$ cat src/sv/dncs_pkg.sv
`timescale 1ns / 1ps
// ----------------------------------------------------------------------------
// dncs_pkg
// Shared types and constants of the debounced nearest candidate selector.
// ----------------------------------------------------------------------------
package dncs_pkg;

    localparam int ID_W     = 8;
    localparam int DIST_W   = 20;
    localparam int DISTX_W  = DIST_W + 1;
    localparam int CNT_W    = 8;
    localparam int MARGIN_W = 16;
    localparam int CFG_W    = 16;
    localparam int CFGIDX_W = 2;

    // infinite distance sits above every finite one
    localparam logic [DISTX_W-1:0] DIST_INF = '1;
    localparam logic [CNT_W-1:0]   CNT_MAX  = '1;

    // item commands
    localparam logic [1:0] CMD_CAND   = 2'd0;
    localparam logic [1:0] CMD_EMPTY  = 2'd1;
    localparam logic [1:0] CMD_MANUAL = 2'd2;

    // configuration register indexes
    localparam logic [CFGIDX_W-1:0] CFG_CONFIRM = 2'd0;
    localparam logic [CFGIDX_W-1:0] CFG_MARGIN  = 2'd1;
    localparam logic [CFGIDX_W-1:0] CFG_START   = 2'd2;

    // reset values of the configuration registers
    localparam logic [CNT_W-1:0]    CONFIRM_RST = 8'd1;
    localparam logic [MARGIN_W-1:0] MARGIN_RST  = 16'd0;
    localparam logic [ID_W-1:0]     START_RST   = 8'd1;

    typedef struct packed {
        logic [1:0]        cmd;
        logic [ID_W-1:0]   cand_id;
        logic [DIST_W-1:0] distance_dm;
        logic              distance_infinite;
        logic              last;
    } item_t;

    typedef struct packed {
        logic [ID_W-1:0]  selected_id;
        logic [CNT_W-1:0] pending_count;
    } result_t;

    // configuration write bundle
    typedef struct packed {
        logic                wr_en;
        logic [CFGIDX_W-1:0] index;
        logic [CFG_W-1:0]    wdata;
    } cfg_wr_t;

    function automatic logic [ID_W-1:0] at_least_one(input logic [ID_W-1:0] v);
        return (v == '0) ? ID_W'(1) : v;
    endfunction

endpackage

$ cat src/sv/dncs_in_stage.sv
`timescale 1ns / 1ps
// ----------------------------------------------------------------------------
// dncs_in_stage
// Input register: holds one item until the selection core takes it.
// ----------------------------------------------------------------------------
module dncs_in_stage (
    input  logic           aclk,
    input  logic           aresetn,
    input  logic           s_valid,
    output logic           s_ready,
    input  dncs_pkg::item_t s_item,
    output logic           item_valid,
    output dncs_pkg::item_t item,
    input  logic           item_done
);
    import dncs_pkg::*;

    logic  valid_reg;
    logic  valid_next;
    item_t item_reg;

    // free when empty or when the held item leaves this cycle
    assign s_ready    = !valid_reg || item_done;
    assign valid_next = (s_valid && s_ready) ? 1'b1 : (item_done ? 1'b0 : valid_reg);

    always_ff @(posedge aclk) begin
        if (!aresetn) begin
            valid_reg <= 1'b0;
        end else begin
            valid_reg <= valid_next;
        end
    end

    // payload capture
    always_ff @(posedge aclk) begin
        if (s_valid && s_ready) begin
            item_reg <= s_item;
        end
    end

    assign item_valid = valid_reg;
    assign item       = item_reg;

endmodule

$ cat src/sv/dncs_core.sv
`timescale 1ns / 1ps
// ----------------------------------------------------------------------------
// dncs_core: round tracking, switch decision and confirmation counting.
// One item a cycle, but an item with a result waits while the output slot is full.
// ----------------------------------------------------------------------------
module dncs_core (
    input  logic             aclk,
    input  logic             aresetn,
    input  dncs_pkg::cfg_wr_t cfg,
    input  logic             item_valid,
    input  dncs_pkg::item_t  item,
    input  logic             out_free,
    output logic             item_done,
    output logic             res_valid,
    output dncs_pkg::result_t res
);
    import dncs_pkg::*;

    // configuration
    logic [CNT_W-1:0]    confirm_reg;
    logic [MARGIN_W-1:0] margin_reg;

    // selection and round state
    logic [ID_W-1:0]    current_sel_reg, current_sel_next;
    logic [ID_W-1:0]    pending_sel_reg, pending_sel_next;
    logic               pending_valid_reg, pending_valid_next;
    logic [CNT_W-1:0]   pending_cnt_reg, pending_cnt_next;
    logic [ID_W-1:0]    best_sel_reg, best_sel_next;
    logic [DISTX_W-1:0] best_dist_reg, best_dist_next;
    logic               round_open_reg, round_open_next;
    logic [DISTX_W-1:0] cur_dist_reg, cur_dist_next;
    logic               cur_found_reg, cur_found_next;

    logic               wants_result;
    logic [DISTX_W-1:0] d;
    logic [ID_W-1:0]    nb_sel;
    logic [DISTX_W-1:0] nb_dist;
    logic               nc_found;
    logic [DISTX_W-1:0] nc_dist;
    logic [DISTX_W:0]   challenge_sum;
    logic               no_switch;
    logic [CNT_W-1:0]   cnt_upd;
    logic [ID_W-1:0]    psel_upd;

    // an item moves on unless it has a result and the output slot is full
    always_comb begin
        case (item.cmd)
            CMD_CAND:   wants_result = item.last;
            CMD_EMPTY:  wants_result = 1'b1;
            CMD_MANUAL: wants_result = 1'b1;
            default:    wants_result = 1'b0;
        endcase
    end

    assign item_done = item_valid && (!wants_result || out_free);
    assign res_valid = item_done && wants_result;

    // nearest candidate and current selection's distance, this item included
    always_comb begin
        d        = item.distance_infinite ? DIST_INF : {1'b0, item.distance_dm};
        nb_sel   = best_sel_reg;
        nb_dist  = best_dist_reg;
        nc_found = cur_found_reg;
        nc_dist  = cur_dist_reg;
        if (!round_open_reg || d < best_dist_reg) begin
            nb_sel  = item.cand_id;
            nb_dist = d;
        end
        if (!cur_found_reg && item.cand_id == current_sel_reg) begin
            nc_found = 1'b1;
            nc_dist  = d;
        end
    end

    // challenger must beat the current distance by more than the margin
    assign challenge_sum = {1'b0, nb_dist} + {{(DISTX_W + 1 - MARGIN_W){1'b0}}, margin_reg};
    assign no_switch = (nb_dist == DIST_INF) || (nb_sel == current_sel_reg) ||
                       (nc_found && nc_dist != DIST_INF &&
                        challenge_sum >= {1'b0, nc_dist});

    // confirmation count for the proposal
    always_comb begin
        psel_upd = nb_sel;
        if (!pending_valid_reg || pending_sel_reg != nb_sel) begin
            cnt_upd = CNT_W'(1);
        end else if (pending_cnt_reg != CNT_MAX) begin
            cnt_upd = pending_cnt_reg + CNT_W'(1);
        end else begin
            cnt_upd = pending_cnt_reg;
        end
    end

    // next state
    always_comb begin
        current_sel_next   = current_sel_reg;
        pending_sel_next   = pending_sel_reg;
        pending_valid_next = pending_valid_reg;
        pending_cnt_next   = pending_cnt_reg;
        best_sel_next      = best_sel_reg;
        best_dist_next     = best_dist_reg;
        round_open_next    = round_open_reg;
        cur_dist_next      = cur_dist_reg;
        cur_found_next     = cur_found_reg;
        if (item_done) begin
            case (item.cmd)
                CMD_CAND: begin
                    if (!item.last) begin
                        round_open_next = 1'b1;
                        best_sel_next   = nb_sel;
                        best_dist_next  = nb_dist;
                        cur_found_next  = nc_found;
                        cur_dist_next   = nc_dist;
                    end else begin
                        round_open_next = 1'b0;
                        best_sel_next   = '0;
                        best_dist_next  = DIST_INF;
                        cur_found_next  = 1'b0;
                        cur_dist_next   = DIST_INF;
                        if (no_switch || cnt_upd >= at_least_one(confirm_reg)) begin
                            pending_valid_next = 1'b0;
                            pending_sel_next   = '0;
                            pending_cnt_next   = '0;
                            if (!no_switch) begin
                                current_sel_next = psel_upd;
                            end
                        end else begin
                            pending_valid_next = 1'b1;
                            pending_sel_next   = psel_upd;
                            pending_cnt_next   = cnt_upd;
                        end
                    end
                end
                CMD_EMPTY, CMD_MANUAL: begin
                    if (item.cmd == CMD_MANUAL) begin
                        current_sel_next = at_least_one(item.cand_id);
                    end
                    pending_valid_next = 1'b0;
                    pending_sel_next   = '0;
                    pending_cnt_next   = '0;
                    round_open_next    = 1'b0;
                    best_sel_next      = '0;
                    best_dist_next     = DIST_INF;
                    cur_found_next     = 1'b0;
                    cur_dist_next      = DIST_INF;
                end
                default: begin
                end
            endcase
        end else if (cfg.wr_en && cfg.index == CFG_START) begin
            current_sel_next   = at_least_one(cfg.wdata[ID_W-1:0]);
            pending_valid_next = 1'b0;
            pending_sel_next   = '0;
            pending_cnt_next   = '0;
        end
    end

    always_ff @(posedge aclk) begin
        if (!aresetn) begin
            confirm_reg       <= CONFIRM_RST;
            margin_reg        <= MARGIN_RST;
            current_sel_reg   <= at_least_one(START_RST);
            pending_sel_reg   <= '0;
            pending_valid_reg <= 1'b0;
            pending_cnt_reg   <= '0;
            best_sel_reg      <= '0;
            best_dist_reg     <= DIST_INF;
            round_open_reg    <= 1'b0;
            cur_dist_reg      <= DIST_INF;
            cur_found_reg     <= 1'b0;
        end else begin
            if (cfg.wr_en && cfg.index == CFG_CONFIRM) begin
                confirm_reg <= cfg.wdata[CNT_W-1:0];
            end
            if (cfg.wr_en && cfg.index == CFG_MARGIN) begin
                margin_reg <= cfg.wdata[MARGIN_W-1:0];
            end
            current_sel_reg   <= current_sel_next;
            pending_sel_reg   <= pending_sel_next;
            pending_valid_reg <= pending_valid_next;
            pending_cnt_reg   <= pending_cnt_next;
            best_sel_reg      <= best_sel_next;
            best_dist_reg     <= best_dist_next;
            round_open_reg    <= round_open_next;
            cur_dist_reg      <= cur_dist_next;
            cur_found_reg     <= cur_found_next;
        end
    end

    assign res.selected_id   = current_sel_next;
    assign res.pending_count = pending_cnt_next;

endmodule

$ cat src/sv/dncs_out_reg.sv
`timescale 1ns / 1ps
// ----------------------------------------------------------------------------
// dncs_out_reg
// Result register: holds one result item until the receiver takes it.
// ----------------------------------------------------------------------------
module dncs_out_reg (
    input  logic              aclk,
    input  logic              aresetn,
    input  logic              res_valid,
    input  dncs_pkg::result_t res,
    output logic              out_free,
    output logic              m_valid,
    input  logic              m_ready,
    output dncs_pkg::result_t m_res
);
    import dncs_pkg::*;

    logic    valid_reg;
    logic    valid_next;
    result_t res_reg;

    // slot frees up when empty or being drained this cycle
    assign out_free   = !valid_reg || m_ready;
    assign valid_next = res_valid ? 1'b1 : (m_ready ? 1'b0 : valid_reg);

    always_ff @(posedge aclk) begin
        if (!aresetn) begin
            valid_reg <= 1'b0;
        end else begin
            valid_reg <= valid_next;
        end
    end

    always_ff @(posedge aclk) begin
        if (res_valid) begin
            res_reg <= res;
        end
    end

    assign m_valid = valid_reg;
    assign m_res   = res_reg;

endmodule

$ cat src/sv/debounced_nearest_candidate_select.sv
`timescale 1ns / 1ps
// ----------------------------------------------------------------------------
// debounced_nearest_candidate_select
// Picks the nearest candidate of each round and switches the selection only
// after the same challenger has won a configured number of rounds in a row.
//
// Usage: candidates enter on the s_ channel (valid/ready), one per item, a
// round ending at the item with s_last set. An empty-round or manual item
// also gives a result. Each round end yields one m_ item carrying the
// selection and the pending confirmation count; other items give none.
// From input acceptance, an item sits in the input register while the
// decision logic computes its result, which loads the result register
// (raising m_valid) once that register is free. Throughput is one item
// per cycle while results can enter the result register; the round state
// is updated as each item is taken, so consecutive items need no spacing.
// A stalled receiver holds the result register; the next item that has a
// result then waits in the input register and s_ready drops. Items without
// a result keep flowing. Reset (aresetn low, synchronous) empties both
// registers, sets the selection to 1 and restores the configuration
// defaults. Configuration goes through cfg_wr_en / cfg_index / cfg_wdata;
// the user must write it only while idle; the block does not enforce it.
// ----------------------------------------------------------------------------
module debounced_nearest_candidate_select (
    input  logic                             aclk,
    input  logic                             aresetn,
    input  logic                             cfg_wr_en,
    input  logic [dncs_pkg::CFGIDX_W-1:0]    cfg_index,
    input  logic [dncs_pkg::CFG_W-1:0]       cfg_wdata,
    input  logic                             s_valid,
    output logic                             s_ready,
    input  logic [1:0]                       s_cmd,
    input  logic [dncs_pkg::ID_W-1:0]        s_cand_id,
    input  logic [dncs_pkg::DIST_W-1:0]      s_distance_dm,
    input  logic                             s_distance_infinite,
    input  logic                             s_last,
    output logic                             m_valid,
    input  logic                             m_ready,
    output logic [dncs_pkg::ID_W-1:0]        m_selected_id,
    output logic [dncs_pkg::CNT_W-1:0]       m_pending_count
);
    import dncs_pkg::*;

    item_t   s_item;
    item_t   item;
    logic    item_valid;
    logic    item_done;
    logic    res_valid;
    logic    out_free;
    result_t res;
    result_t m_res;
    cfg_wr_t cfg;

    // gather input ports into one item
    assign s_item.cmd               = s_cmd;
    assign s_item.cand_id           = s_cand_id;
    assign s_item.distance_dm       = s_distance_dm;
    assign s_item.distance_infinite = s_distance_infinite;
    assign s_item.last              = s_last;

    assign cfg.wr_en = cfg_wr_en;
    assign cfg.index = cfg_index;
    assign cfg.wdata = cfg_wdata;

    dncs_in_stage u_in_stage (
        .aclk       (aclk),
        .aresetn    (aresetn),
        .s_valid    (s_valid),
        .s_ready    (s_ready),
        .s_item     (s_item),
        .item_valid (item_valid),
        .item       (item),
        .item_done  (item_done)
    );

    dncs_core u_core (
        .aclk       (aclk),
        .aresetn    (aresetn),
        .cfg        (cfg),
        .item_valid (item_valid),
        .item       (item),
        .out_free   (out_free),
        .item_done  (item_done),
        .res_valid  (res_valid),
        .res        (res)
    );

    dncs_out_reg u_out_reg (
        .aclk      (aclk),
        .aresetn   (aresetn),
        .res_valid (res_valid),
        .res       (res),
        .out_free  (out_free),
        .m_valid   (m_valid),
        .m_ready   (m_ready),
        .m_res     (m_res)
    );

    assign m_selected_id   = m_res.selected_id;
    assign m_pending_count = m_res.pending_count;

endmodule
$ cat config.mk
export PLATFORM = sky130hd
export DESIGN_NAME = debounced_nearest_candidate_select
export DESIGN_NICKNAME = d
export VERILOG_FILES = /design/src/sv/dncs_pkg.sv /design/src/sv/dncs_in_stage.sv /design/src/sv/dncs_core.sv /design/src/sv/dncs_out_reg.sv /design/src/sv/debounced_nearest_candidate_select.sv
export SDC_FILE = /design/constraint.sdc
export NUM_CORES = 1
export LEC_CHECK = 0
export ABC_AREA = 1
export BUFFER_PORTS_ARGS = -buffer_cell sky130_fd_sc_hd__buf_2
export CAP_MARGIN = 20
export CORE_MARGIN = 10
export CORE_UTILIZATION = 35
export DETAILED_ROUTE_END_ITERATION = 10
export PLACE_DENSITY = 0.48
export SLEW_MARGIN = 20
export SYNTH_ARGS = -nofsm -noshare
export SYNTH_HDL_FRONTEND = slang
export SYNTH_SLANG_ARGS = --single-unit
$ cat constraint.sdc
create_clock -name aclk -period 8.94 [get_ports aclk]
set_clock_uncertainty 0.15 [all_clocks]
set_input_delay 0.894 -clock aclk [delete_from_list [all_inputs] [get_ports aclk]]
set_output_delay 0.894 -clock aclk [all_outputs]
set_load 0.02 [all_outputs]
# ---- After elaboration in Yosys (flattened, before gate mapping)
# Cells that the tools add are included.
dict set report word_totals {
  register_bits 151
  latchBits 0
  mem_bits_rw 0
  mem_bits_ro 0
  input_bits 55
  out_inout_bits 18
  mem_count 0
}
dict set report classes {
  addsub 2
  mul 0
  div_mod_pow 0
  order_cmp 3
  n_eq_ne 12
  shift 0
  n_mux 47
  bitwise 0
  n_reduce_logical 35
}
# operator n
set ops {}
lappend ops {{$mux W8} 21}
lappend ops {{$mux W21} 5}
lappend ops {{$pmux W21 S2} 2}
lappend ops {{$pmux W8 S2} 4}
lappend ops {{$logic_not A8 Y1} 3}
lappend ops {{$add A21 B16 Y22} 1}
lappend ops {{$ge A22 B21 Y1} 1}
lappend ops {{$eq A21 B21 Y1 const B} 1}
lappend ops {{$lt A21 B21 Y1} 1}
lappend ops {{$ne A21 B21 Y1 const B} 1}
lappend ops {{$eq A8 B8 Y1} 2}
lappend ops {{$mux W1} 11}
lappend ops {{$logic_and A1 B1 Y1} 9}
lappend ops {{$add A8 B1 Y8 const B} 1}
lappend ops {{$ge A8 B8 Y1} 1}
lappend ops {{$logic_or A1 B1 Y1} 8}
lappend ops {{$ne A8 B8 Y1} 1}
lappend ops {{$ne A8 B8 Y1 const B} 1}
lappend ops {{$pmux W1 S2} 4}
lappend ops {{$reduce_bool A2 Y1} 4}
lappend ops {{$logic_not A1 Y1} 6}
lappend ops {{$ne A3 B3 Y1 const B} 2}
lappend ops {{$eq A2 B1 Y1 const B} 2}
lappend ops {{$eq A2 B2 Y1 const B} 2}
lappend ops {{other kinds (4)} 5}

# ---- Longest topological paths before layout
# Gate-level depths: netlist (run 1).
dict set report logic_depth {
  depth_word 13
  ltp_mapped 50
}

# ---- Hierarchy
# A second synthesis (run 1) with hierarchy kept.
dict set report hier_totals {
  cells_unflattened 1398
  area_unflattened_um2 9958.3
}
# module n_inst cells_each area_per_inst_um2 seq_area_each_um2
set modules_own_cells {}
lappend modules_own_cells {dncs_core 1 1337 8419.3 2021.9}
lappend modules_own_cells {dncs_in_stage 1 39 1012.2 980.9}
lappend modules_own_cells {dncs_out_reg 1 22 526.8 500.5}

# ---- Worst setup path after synthesis (run 1)
# OpenSTA, ideal clock, no wires.
dict set report synth_timing {
  kind {flip-flop to flip-flop}
  startpoint {reg u_in_stage.item_reg, in the netlist u_in_stage.item[1]}
  endpoint {reg u_core.pending_sel_reg[0]}
  setup_ns 0.071
  t_arrival_ns 5.693
  required_ns 8.719
  path_slack_ns 3.026
  stages_incl_launch_ff 46
  synth_period_minus_slack_ns 5.914
  cell_sequence {edfxtp_1 -> clkbuf_1 -> nor2_1 -> inv_1 -> ha_1 -> nand2_1 -> nor2_1 -> nand2_1 -> nor2_1 -> nand2_1 -> nand3_4 -> nand2_4 -> buf_2 -> nand2_1 -> nand2_1 -> inv_1 -> ha_1 -> inv_1 -> [10 not listed] -> o21ai_0 -> xor2_1 -> ha_1 -> nand2_1 -> nor2_1 -> a211oi_1 -> nand2_1 -> nand2_1 -> nand2_1 -> nand2_1 -> nand2_1 -> a21oi_1 -> nor2_2 -> nor2_8 -> nand2_4 -> nor3_4 -> nand3_1 -> a21oi_1}
}
dict set report synth_via {
  elab_chain_cells 13
  word_cells_on_any_way 24
  cone_classes {add/sub (1); order compare (3); eq/ne (4); mux (9); reduce/logical (7)}
}
# item line_no
set synth_rtl {}
lappend synth_rtl {{start: declaration} dncs_in_stage.sv:20} ;# item_t item_reg;
lappend synth_rtl {{start signal: assignment} dncs_in_stage.sv:37} ;# item_reg <= s_item;
lappend synth_rtl {{$mux W21 *} dncs_core.sv:60} ;# d = item.distance_infinite ? DIST_INF : {1'b0, item.distance_dm};
lappend synth_rtl {{$lt A21 B21 Y1} dncs_core.sv:65} ;# if (!round_open_reg || d < best_dist_reg) begin
lappend synth_rtl {{$logic_or A1 B1 Y1} dncs_core.sv:65}
lappend synth_rtl {{$mux W21 / $mux W8 (equally long branches)} dncs_core.sv:65}
lappend synth_rtl {{$add A21 B16 Y22 / $ne A8 B8 Y1 (equally long branches)} {dncs_core.sv:76, dncs_core.sv:84}}
lappend synth_rtl {{$ge A22 B21 Y1 / $logic_or A1 B1 Y1 (equally long branches)} {dncs_core.sv:79, dncs_core.sv:84}}
lappend synth_rtl {{$logic_and A1 B1 Y1 / $mux W8 (equally long branches)} {dncs_core.sv:78, dncs_core.sv:84}}
lappend synth_rtl {{$logic_or A1 B1 Y1 / $ge A8 B8 Y1 (equally long branches)} {dncs_core.sv:77, dncs_core.sv:119}}
lappend synth_rtl {{$logic_or A1 B1 Y1} dncs_core.sv:119} ;# if (no_switch || cnt_upd >= at_least_one(confirm_reg)) begin
lappend synth_rtl {{$mux W8 *} dncs_core.sv:119}
lappend synth_rtl {{$mux W8 *} dncs_core.sv:107} ;# if (!item.last) begin
lappend synth_rtl {{$pmux W8 S2 *} dncs_core.sv:105} ;# case (item.cmd)
lappend synth_rtl {{$mux W8 *} dncs_core.sv:104} ;# if (item_done) begin
lappend synth_rtl {{end signal: assignment} dncs_core.sv:178} ;# pending_sel_reg <= pending_sel_next;
lappend synth_rtl {{end: declaration} dncs_core.sv:25} ;# logic [ID_W-1:0] pending_sel_reg, pending_sel_next;
# Every way passes the cells marked *; elsewhere a longest branch is shown, timed or not. The select of a mux whose other input is x is not followed.
# A chain may end at the register's enable or synchronous reset.

# ---- Worst setup path in the final report (run 1)
dict set report layout_timing {
  startpoint {reg u_in_stage.item_reg, in the netlist u_in_stage.item[1]}
  endpoint {reg u_core.pending_sel_reg[7]}
}
# The elaborated chain is that of the path after synthesis.

==> out/results.txt, run 1 <==
Setup bufs post-CTS -> 0
Pre-antenna DRT Iters -> 5
Most frequent cells in the layout -> nand2_1, inv_1, nor2_1, nand3_1, dfxtp_1
CTS tree -> built
Async SR Flop Fraction -> 0%
Ys flop type -> dfxtp_1
#FFs+latches synth -> 151
Period utilization -> 82.1%
LEAKAGE -> 5.34 nW
Peak supply drop -> 104 uV
Total number of vias -> 8691
Worst reg2reg endpoint -> u_core.pending_sel_reg[7]$_SDFFE_PN0P_
Placed Cells incl. Taps -> 1735
Crit end category -> flop
Seq/Total Area, Yosys -> 36.7%
Iter 0 DRT Violations -> 607
Final setup violation count -> 0
Worst-margin pin slew -> 0.999 ns
Latest clock arrival within the worst-skew pair -> 0.43 ns
Detailed-route wire length per cell -> 16.2 microns
R2r worst-path depth -> 43
Die height -> 185 microns
Post-CTS resize count -> 0
Power per cell area -> 164 nW/um^2
Core area -> 26900 sq um
Post-Syn Area -> 9550 sq um
Via density -> 4.92
Reg2reg start -> u_in_stage.item[1]$_DFFE_PP_
Diode count -> 0
Slew HR -> 33.4%
CTS buffer count -> 17
Starting density of the core -> 35.5%
Syn-to-layout area delta -> 13.1%
Gp weighted congestion -> 0.873
Share of cells above drive strength 1 -> 11.0%
Number of core rows -> 60
Hold Slack -> 0.319 ns
Max FFs per register -> 32
# nets final -> 1538
Largest net degree at the start of global routing -> 70
Post-CTS Hold Fix Bufs -> 0
Final wirelength -> 28700 microns
Number of flops mapped to enable cells by yosys -> 48
Crit path kind -> reg2reg
Hold Crit Class -> reg2reg
GRT Resource Usage Total -> 17.2%
Remaining global-route overflow -> 0
MaxCap Viol Count -> 0
Outcome -> finished clean
Max incr delay on CP -> 1.01 ns
Req. time, crit path -> 9.14 ns
Min cycle time layout -> 7.34 ns
H-tree levels -> 4
Mean post-synth cell area -> 7.02 sq um
Reg-to-reg slack, setup -> 1.60 ns
Post-route ant nets -> 0
Hold Path Depth -> 2
Unique masters post-synth -> 43
Most common cell after layout, fill and taps aside -> nand2_1
Hold_sp -> u_core.pending_sel_reg[1]$_SDFFE_PN0P_
Syn Nets -> 1485
First-pass GRT wire length -> 46500 microns
Crit Path Max Fanout -> 33
Finished Layout Cells -> 1767
Buffers added on ports -> 72
RSZ-0062 raised after global routing -> no
Vias in the first global route -> 8562
FMAX -> 136 MHz
Hold endpoint -> u_core.pending_sel_reg[1]$_SDFFE_PN0P_
Longest Clk Path Bufs -> 2
Critical-path top delay cell -> edfxtp_1
Mapped Cells -> 1360
Clock sink total -> 151
Die area -> 34300 sq um
Io pins -> 73
Final Hold Fails -> 0
Setup TNS -> 0 ns
Root buf cell -> clkbuf_16
Yosys warning total -> 0
Die width -> 185 microns
Slew Limit Fails -> 0
Antenna violations before repair -> 0
Critical Path AT -> 7.55 ns
Worst Setup Start Kind -> flop
Most frequent CP cell -> nand2_1
Clk slew on worst S/H paths -> 0.07 ns
Dpl hpwl -> 21300 microns
Drc violations -> 0
## power by group
group	switching, mW	internal (mW)
sequential	0.0180	0.730
clock	0.317	0.444
combinational	0.177	0.0894
## cell type report
cell class	instances	area, sq um
clock buffers	19	433
clock inverters	13	171
fillers	2874	16100
inverters	202	758
multi-input cells	961	5090
flip-flops and latches	151	3500
well taps	341	427
repair buffers	80	420
## cell usage after synthesis, types with 9 or more instances
library cell,count,area share (%)
a21oi_1,82,4.3
inv_2,9,0.35
nand2_1,364,14
ha_1,69,9.0
nand3_1,113,5.9
o22ai_1,50,3.3
edfxtp_1,48,15
xor2_1,21,1.9
inv_1,188,7.4
dfxtp_1,103,22
nand2_2,20,1.3
o21ai_0,58,3.0
nor2_1,121,4.8
clkbuf_1,31,1.2
## routing by layer
layer,GRT usage (%),vias up,part of all wire (%)
li1,-,4533,-
met1,25.3,3963,52
met2,25.7,174,42
met3,2.51,21,4.5
met4,3.84,0,1.0
met5,0,-,0
## worst max path at each step
stage                                 startpoint                                     end  slack (ns)  cells after the start
CTS                 u_in_stage.item[1]$_DFFE_PP_  u_core.pending_sel_reg[7]$_SDFFE_PN0P_        1.54                     43
floorplan           u_in_stage.item[1]$_DFFE_PP_  u_core.pending_sel_reg[0]$_SDFFE_PN0P_        3.03                     45
finish              u_in_stage.item[1]$_DFFE_PP_  u_core.pending_sel_reg[7]$_SDFFE_PN0P_        1.60                     43
detailed placement  u_in_stage.item[1]$_DFFE_PP_  u_core.pending_sel_reg[3]$_SDFFE_PN0P_        1.57                     43
global route        u_in_stage.item[1]$_DFFE_PP_  u_core.pending_sel_reg[7]$_SDFFE_PN0P_        0.77                     43
global placement    u_in_stage.item[1]$_DFFE_PP_  u_core.pending_sel_reg[4]$_SDFFE_PN0P_        1.76                     43
## worst max-delay path, delay by kind of cell, from the launching register on
| family | cells | cell delay (ns) |
|---|---|---|
| AO/OA/AOI/OAI | 9 | 1.70 |
| buffers and inverters | 6 | 0.65 |
| AND/OR/NAND/NOR | 23 | 2.53 |
| adder cells (fa/ha/maj) | 4 | 1.04 |
| flip-flops | 1 | 1.01 |
| XOR/XNOR | 1 | 0.19 |
## cell families after synthesis
| group | after synthesis | synth area share [%] |
|---|---|---|
| compound gates | 216 | 12.7 |
| xor+xnor | 25 | 2.29 |
| fa+ha+maj | 70 | 9.25 |
| buf+inv | 248 | 10.2 |
| flops | 151 | 36.7 |
| simple gates | 650 | 29.0 |
## through the flow
step | setup WS [ns] | utilization (%) | total power, mW | area, sq um
final | 1.60 | 40.2 | 1.77 | 10800
after detailed placement | 1.57 | 37.9 | 1.03 | 10200
after global placement | 1.76 | 37.9 | 1.03 | 10200
after floorplan | 3.03 | - | 0.945 | 9550
after global routing | 0.775 | 40.2 | 1.87 | 10800
after CTS | 1.54 | 40.2 | 1.79 | 10800
Power figures use the tool's default switching activity.
==> run 2: changes to the inputs <==
--- a/config.mk
+++ b/config.mk
@@ -5,13 +5,13 @@
 export SDC_FILE = /design/constraint.sdc
 export NUM_CORES = 1
 export LEC_CHECK = 0
-export ABC_AREA = 1
+export ABC_AREA = 0
 export BUFFER_PORTS_ARGS = -buffer_cell sky130_fd_sc_hd__buf_2
 export CAP_MARGIN = 20
 export CORE_MARGIN = 10
 export CORE_UTILIZATION = 35
 export DETAILED_ROUTE_END_ITERATION = 10
-export PLACE_DENSITY = 0.48
+export PLACE_DENSITY = 0.5
 export SLEW_MARGIN = 20
 export SYNTH_ARGS = -nofsm -noshare
 export SYNTH_HDL_FRONTEND = slang
==> constraint.sdc (replaced) <==
create_clock -name aclk -period 6.35 [get_ports aclk]
set_clock_uncertainty 0.15 [all_clocks]
set_input_delay 0.635 -clock aclk [delete_from_list [all_inputs] [get_ports aclk]]
set_output_delay 0.635 -clock aclk [all_outputs]
set_load 0.02 [all_outputs]
==> run 2 against run 1 <==
Effect of this change:
- the run now ends with setup timing left
- combinational power increased by 48%
- non-clock buffer count increased by 132
- critical endpoint is now u_out_reg.m_res[15]$_DFFE_PP_
- critical path type unchanged
- synthesized cell count decreased by 21%
- die area decreased by 3.9%
- register-to-register slack got worse by 2.2 ns
- global-route usage increased by 0.82 points
- setup slack got worse by 2.2 ns
==> out/results.txt, run 2 <==
Outcome -> finished, violations left (was finished clean)
Violated checks -> setup timing
Clock sink total -> 151 (unchanged)
Critical Path AT -> 7.01 ns (was 7.55 ns)
Post-route ant nets -> 0 (unchanged)
Dpl hpwl -> 22600 microns (was 21300 microns)
Delay-heaviest family, CP -> compound AO/OA/AOI/OAI gates (was simple AND/OR/NAND/NOR gates)
Synth Area in Simple Gates -> 20.8% (was 29.0%)
Synth cell count leaders -> nand2_1, dfxtp_1, a21oi_1, nor2_1, ha_1 (was nand2_1, inv_1, nor2_1, nand3_1, dfxtp_1)
Worst Setup Start Kind -> flop (unchanged)
Latest clock arrival within the worst-skew pair -> 0.45 ns (was 0.43 ns)
MaxCap Viol Count -> 0 (unchanged)
Period utilization -> 110% (was 82.1%)
Iter 0 DRT Violations -> 486 (was 607)
Number of core rows -> 59 (was 60)
DP Area -> 10700 sq um (was 10200 sq um)
Levels on crit path -> 31 (was 43)
Pre-antenna DRT Iters -> 5 (unchanged)
Mapped Cells -> 1081 (was 1360)
Reg2reg start -> u_in_stage.item[1]$_DFFE_PP_ (unchanged)
Clk slew on worst S/H paths -> 0.08 ns (was 0.07 ns)
Largest net degree at the start of global routing -> 71 (was 70)
Share of cells above drive strength 1 -> 27.0% (was 11.0%)
CTS buffer count -> 17 (unchanged)
Hold_sp -> s_distance_dm[4] (was u_core.pending_sel_reg[1]$_SDFFE_PN0P_)
Post-Syn Area -> 9130 sq um (was 9550 sq um)
Slew HR -> 35.3% (was 33.4%)
Seq. cell area -> 3500 sq um (unchanged)
Drc violations -> 0 (unchanged)
Final setup violation count -> 41 (was 0)
Critical-path top delay cell -> edfxtp_1 (unchanged)
Number of flops mapped to enable cells by yosys -> 48 (unchanged)
Peak supply drop -> 172 uV (was 104 uV)
Buffers added on ports -> 72 (unchanged)
Crit path kind -> reg2reg (unchanged)
Max FFs per register -> 32 (unchanged)
Ys flop type -> dfxtp_1 (unchanged)
CTS tree -> built (unchanged)
Gp weighted congestion -> 0.868 (was 0.873)
Most frequent cells in the layout -> nand2_1, buf_4, dfxtp_1, a21oi_1, nor2_1 (was nand2_1, inv_1, nor2_1, nand3_1, dfxtp_1)
LEAKAGE -> 5.01 nW (was 5.34 nW)
Multi-input logic area -> 5730 sq um (was 5090 sq um)
Die area -> 32900 sq um (was 34300 sq um)
Syn Nets -> 1206 (was 1485)
Power per cell area -> 212 nW/um^2 (was 164 nW/um^2)
Via density -> 5.26 (was 4.92)
Compound-Gate Fraction of Synth Area -> 16.9% (was 12.7%)
H-tree levels -> 4 (unchanged)
#FFs+latches synth -> 151 (unchanged)
Total number of vias -> 8408 (was 8691)
Die width -> 182 microns (was 185 microns)
Slew Limit Fails -> 0 (unchanged)
Hold Path Depth -> 1 (was 2)
Starting density of the core -> 35.3% (was 35.5%)
RSZ-0062 raised after global routing -> yes (was no)
Design Power -> 2.53 mW (was 1.77 mW)
Remaining global-route overflow -> 0 (unchanged)
R2r worst-path depth -> 31 (was 43)
Final Hold Fails -> 0 (unchanged)
Req. time, crit path -> 6.40 ns (was 9.14 ns)
Most numerous cell in the Yosys netlist -> nand2_1 (unchanged)
Fillcell total -> 2550 (was 2874)
Async SR Flop Fraction -> 0% (unchanged)
Adder-cell share of the synthesized area -> 9.67% (was 9.25%)
Most common cell after layout, fill and taps aside -> nand2_1 (unchanged)
Worst-margin pin slew -> 0.964 ns (was 0.999 ns)
Start point of the critical path -> u_in_stage.item[1]$_DFFE_PP_ (unchanged)
Antenna violations before repair -> 0 (unchanged)
Syn-to-layout area delta -> 30.7% (was 13.1%)
Die height -> 182 microns (was 185 microns)
GRT Resource Usage Total -> 18.0% (was 17.2%)
Unique masters post-synth -> 66 (was 43)
Top cells by area, synth -> dfxtp_1, edfxtp_1, ha_1 (was dfxtp_1, edfxtp_1, nand2_1)
Root buf cell -> clkbuf_16 (unchanged)
# nets final -> 1377 (was 1538)
Hold Crit Class -> in2reg (was reg2reg)
Post-Synth XOR/XNOR Area -> 4.80% (was 2.29%)
Detailed-route wire length per cell -> 19.3 microns (was 16.2 microns)
Seq/Total Area, Yosys -> 38.4% (was 36.7%)
Final wirelength -> 30800 microns (was 28700 microns)
Yosys warning total -> 0 (unchanged)
Min cycle time layout -> 6.96 ns (was 7.34 ns)
Yosys top cell area share -> 22.6% (was 21.6%)
FMAX -> 144 MHz (was 136 MHz)
Largest family of logic cells by synthesized area -> simple AND/OR/NAND/NOR gates (unchanged)
Mean post-synth cell area -> 8.45 sq um (was 7.02 sq um)
Worst Setup Slack, final -> -0.610 ns (was 1.60 ns)
Area leader, netlist -> dfxtp_1 (unchanged)
Longest Clk Path Bufs -> 2 (unchanged)
First-pass GRT wire length -> 47100 microns (was 46500 microns)
Final Cell Area -> 11900 sq um (was 10800 sq um)
Buf+Inv Stages, Crit Path -> 4 (was 6)
Post-synthesis mux area share -> 4.69% (was 0%)
Vias in the first global route -> 8338 (was 8562)
Io pins -> 73 (unchanged)
Crit end category -> flop (unchanged)
Hold Slack -> 0.214 ns (was 0.319 ns)
Diode count -> 0 (unchanged)
Crit Path Max Fanout -> 7 (was 33)
Max incr delay on CP -> 0.47 ns (was 1.01 ns)
Core area -> 25800 sq um (was 26900 sq um)
[run 2: changes by cell type after synthesis, sizes merged, moves of 17 or more]
cell   previous run  this run
or2               1        18
xnor2             4        28
nand3           115        23
mux2i             0        39
nor2            128        88
nand2           386       162
nor3              8        28
o22ai            50        22
inv             197        49
[run 2: cell type report]
type                       instances  area share (%)
multi-input combinational        821            48.0
clock inverter                    15            1.52
clock buffer                      17            3.57
sequential                       151            29.4
timing repair buffer             212            12.5
tap                              335            3.51
inverter                          49            1.54
[run 2: logic make-up after synthesis]
kind of cell | Yosys count
buffers and inverters | 109
adder cells (fa/ha/maj) | 70
AND/OR/NAND/NOR | 403
XOR/XNOR | 50
flip-flops | 151
multiplexers | 42
AO/OA/AOI/OAI | 256
[run 2: stage by stage]
| step | util [%] | setup WS, ns | TNS [ns] | instances |
|---|---|---|---|---|
| 4_1_cts | 44.9 | -0.501 | -12.29 | 1587 |
| 2_1_floorplan | - | -0.631 | -13.83 | 1081 |
| 3_3_place_gp | 41.5 | -0.496 | -11.57 | 1541 |
| 5_1_grt | 46.2 | -0.918 | -30.21 | 1600 |
| 3_5_place_dp | 41.5 | -0.632 | -16.42 | 1541 |
| 6_report | 46.2 | -0.610 | -17.18 | 1600 |
[run 2: metal layers]
layer  part of all wire (%)  GRT usage [%]  routed length, microns  up-vias
li1                       -              -                       -     4192
met1                     45           22.7                   14000     4000
met2                     49           30.9                   15100      181
met3                    3.7           2.94                    1150       35
met4                    2.0           5.27                     614        0
met5                      0              0                       0        -
[run 2: path summary, 6_finish.rpt]
check	to	slack (ns)
max	u_out_reg.m_res[15]$_DFFE_PP_	-0.61
min reg2reg	u_core.margin_reg[8]$_SDFFE_PN0P_	0.32
max reg2reg	u_out_reg.m_res[15]$_DFFE_PP_	-0.61
min	u_in_stage.item[6]$_DFFE_PP_	0.21
[run 2: where the power goes]
part	switching [mW]	total (mW)	internal, mW
Combinational	0.217	0.393	0.176
Clock	0.486	1.09	0.600
Sequential	0.0273	1.05	1.02
[run 2: repair_timing]
| item | 4_1_cts | 5_1_grt |
|---|---|---|
| hold buffers | 0 | 0 |
| hold endpoints to repair | 0 | 0 |
| setup buffers | 13 | 13 |
| endpoints found under the setup margin | 41 | 41 |
| gates cloned | 1 | 2 |
| resized for setup | 31 | 45 |
| pin swaps | 7 | 37 |
==> run 3: changes to the inputs <==
--- a/config.mk
+++ b/config.mk
@@ -8,10 +8,12 @@
 export ABC_AREA = 0
 export BUFFER_PORTS_ARGS = -buffer_cell sky130_fd_sc_hd__buf_2
 export CAP_MARGIN = 20
+export CELL_PAD_IN_SITES_DETAIL_PLACEMENT = 1
+export CELL_PAD_IN_SITES_GLOBAL_PLACEMENT = 1
 export CORE_MARGIN = 10
 export CORE_UTILIZATION = 35
 export DETAILED_ROUTE_END_ITERATION = 10
-export PLACE_DENSITY = 0.5
+export PLACE_DENSITY = 0.63
 export SLEW_MARGIN = 20
 export SYNTH_ARGS = -nofsm -noshare
 export SYNTH_HDL_FRONTEND = slang
==> run 3 against run 2 <==
Effect of this change:
- the run still ends with setup timing left
- sequential power about the same
- die area unchanged
- critical path depth increased by 1
- utilization decreased by 0.93 points
- worst hold slack improved by 0.0038 ns
- critical path type unchanged
- critical endpoint is now u_out_reg.m_res[11]$_DFFE_PP_
==> out/results.txt, run 3 (synthesis gave the netlist of run 2 again) <==
CTS buffer count -> 17 (unchanged)
Die width -> 182 microns (unchanged)
Outcome -> finished, violations left (unchanged)
Number of core rows -> 59 (unchanged)
Detailed-route wire length per cell -> 20.6 microns (was 19.3 microns)
Gp weighted congestion -> 0.887 (was 0.868)
Iter 0 DRT Violations -> 504 (was 486)
Diode count -> 0 (unchanged)
Largest net degree at the start of global routing -> 57 (was 71)
Hold Crit Class -> in2reg (unchanged)
Final Hold Fails -> 0 (unchanged)
Remaining global-route overflow -> 0 (unchanged)
Vias in the first global route -> 9105 (was 8338)
Root buf cell -> clkbuf_16 (unchanged)
Reg-to-reg slack, setup -> -0.61 ns (about the same)
Final setup violation count -> 41 (unchanged)
FMAX -> 144 MHz (about the same)
Post-route ant nets -> 0 (unchanged)
Power per cell area -> 218 nW/um^2 (was 212 nW/um^2)
Hold_sp -> s_last (was s_distance_dm[4])
Die area -> 32900 sq um (unchanged)
GRT Resource Usage Total -> 19.5% (was 18.0%)
Starting density of the core -> 35.3% (unchanged)
Core area -> 25800 sq um (unchanged)
Via density -> 5.37 (was 5.26)
Most frequent CP cell -> buf_4
Latest clock arrival within the worst-skew pair -> 0.44 ns (was 0.45 ns)
First-pass GRT wire length -> 51100 microns (was 47100 microns)
MaxCap Viol Count -> 0 (unchanged)
Crit end category -> flop (unchanged)
H-tree levels -> 4 (unchanged)
Max incr delay on CP -> 0.46 ns (was 0.47 ns)
Final wirelength -> 32700 microns (was 30800 microns)
Drc violations -> 0 (unchanged)
Die height -> 182 microns (unchanged)
Longest Clk Path Bufs -> 2 (unchanged)
Worst-margin pin slew -> 0.989 ns (was 0.964 ns)
Antenna violations before repair -> 1 (was 0)
Buffers added on ports -> 72 (unchanged)
Slew Limit Fails -> 0 (unchanged)
DP Area -> 10700 sq um (about the same)
Finished Layout Cells -> 1585 (was 1600)
Min cycle time layout -> 6.96 ns (about the same)
Critical-path top delay cell -> edfxtp_1 (unchanged)
Dpl hpwl -> 24100 microns (was 22600 microns)
Most common cell after layout, fill and taps aside -> nand2_1 (unchanged)
Hold endpoint -> u_in_stage.item[0]$_DFFE_PP_ (was u_in_stage.item[6]$_DFFE_PP_)
Crit path kind -> reg2reg (unchanged)
Worst Setup Slack, final -> -0.612 ns (was -0.610 ns)
Worst Setup Start Kind -> flop (unchanged)
Critical Path AT -> 6.99 ns (was 7.01 ns)
Final Cell Area -> 11700 sq um (was 11900 sq um)
Share of cells above drive strength 1 -> 24.7% (was 27.0%)
Post-CTS Hold Fix Bufs -> 0 (unchanged)
Period utilization -> 110% (about the same)
LEAKAGE -> 4.92 nW (was 5.01 nW)
Hold Path Depth -> 1 (unchanged)
Peak supply drop -> 144 uV (was 172 uV)
Violated checks -> setup timing (unchanged)
Crit Path Max Fanout -> 10 (was 7)
Clock sink total -> 151 (unchanged)
Io pins -> 73 (unchanged)
Syn-to-layout area delta -> 28.0% (was 30.7%)
Max FFs per register -> 32 (unchanged)
Req. time, crit path -> 6.38 ns (was 6.40 ns)
Pre-antenna DRT Iters -> 4 (was 5)
RSZ-0062 raised after global routing -> yes (unchanged)
Most frequent cells in the layout -> nand2_1, buf_4, dfxtp_1, a21oi_1, nor2_1 (unchanged)
Clk slew on worst S/H paths -> 0.08 ns (about the same)
R2r worst-path depth -> 32 (was 31)
Worst reg2reg endpoint -> u_out_reg.m_res[11]$_DFFE_PP_ (was u_out_reg.m_res[15]$_DFFE_PP_)
Placed Cells incl. Taps -> 1537 (was 1541)
Total number of vias -> 8507 (was 8408)
Slew HR -> 34.1% (was 35.3%)
# nets final -> 1362 (was 1377)
Reg2reg start -> u_in_stage.item[1]$_DFFE_PP_ (unchanged)
CTS tree -> built (unchanged)
==> run 3: cell count changes in the layout (fill, tap and decap cells not counted), moves of 4 or more <==
cell     previous run  this run
a21oi_4             5         1
nand3_2             7         0
buf_6              10         5
nand3_1            16        23
nor3_2              9         5
buf_4             127       116
==> run 3: area by class of cell <==
cell class              count  area [sq um]
inverters                  49           184
fillers                  3089         14100
multi-input cells         821          5580
clock buffers              18           429
well taps                 335           419
flip-flops and latches    151          3500
clock inverters            14           201
repair buffers            197          1370
==> run 3: power by group <==
group | internal [mW] | switching [mW] | total (mW)
registers | 1.02 | 0.0285 | 1.05
logic | 0.168 | 0.215 | 0.383
clock network | 0.639 | 0.479 | 1.12
total | 1.83 | 0.722 | 2.55
==> run 3: timing repair <==
action                     CTS  global route
gates cloned                 0             2
gates resized for setup     12            28
setup endpoints to repair   41            41
buffers inserted             5             9
pin swaps                    5            15
==> run 3: how the worst max path moves through the flow <==
stage,start,end,slack (ns),cells past startpoint
finish,u_in_stage.item[1]$_DFFE_PP_,u_out_reg.m_res[11]$_DFFE_PP_,-0.61,32
global route,u_in_stage.item[1]$_DFFE_PP_,u_out_reg.m_res[10]$_DFFE_PP_,-0.90,30
CTS,u_in_stage.item[1]$_DFFE_PP_,u_out_reg.m_res[10]$_DFFE_PP_,-0.51,30
detailed placement,u_in_stage.item[1]$_DFFE_PP_,u_out_reg.m_res[12]$_DFFE_PP_,-0.59,30
global placement,u_in_stage.item[1]$_DFFE_PP_,u_out_reg.m_res[4]$_DFFE_PP_,-0.53,31
floorplan,u_in_stage.item[1]$_DFFE_PP_,u_out_reg.m_res[12]$_DFFE_PP_,-0.63,35
==> run 3: per-layer routing <==
metal	wire (microns)	vias up	track usage (%)	part of all wire, %
li1	-	4155	-	-
met4	720	2	5.69	2.2
met5	13	-	0	0.040
met3	835	41	2.92	2.6
met2	16700	130	35.1	51
met1	14400	4179	23.3	44
==> run 3: critical path, delay by kind of cell (launching register included) <==
kind / cells / cell delay (ns)
flops: 1 / 0.46
simple gates: 9 / 1.37
buf+inv: 6 / 0.98
compound gates: 13 / 2.79
xor+xnor: 1 / 0.18
fa+ha+maj: 3 / 0.79
==> run 3: through the flow <==
stage | hold WS, ns | TNS, ns | setup slack (ns) | utilization (%) | power, mW
after floorplan | 0.291 | -13.83 | -0.631 | - | 1.28
after global placement | 0.303 | -11.57 | -0.526 | 41.5 | 1.42
after detailed placement | 0.309 | -15.20 | -0.586 | 41.5 | 1.43
after CTS | 0.202 | -13.27 | -0.505 | 44.3 | 2.56
after global routing | 0.200 | -29.92 | -0.900 | 45.2 | 2.66
final | 0.218 | -17.85 | -0.612 | 45.2 | 2.55
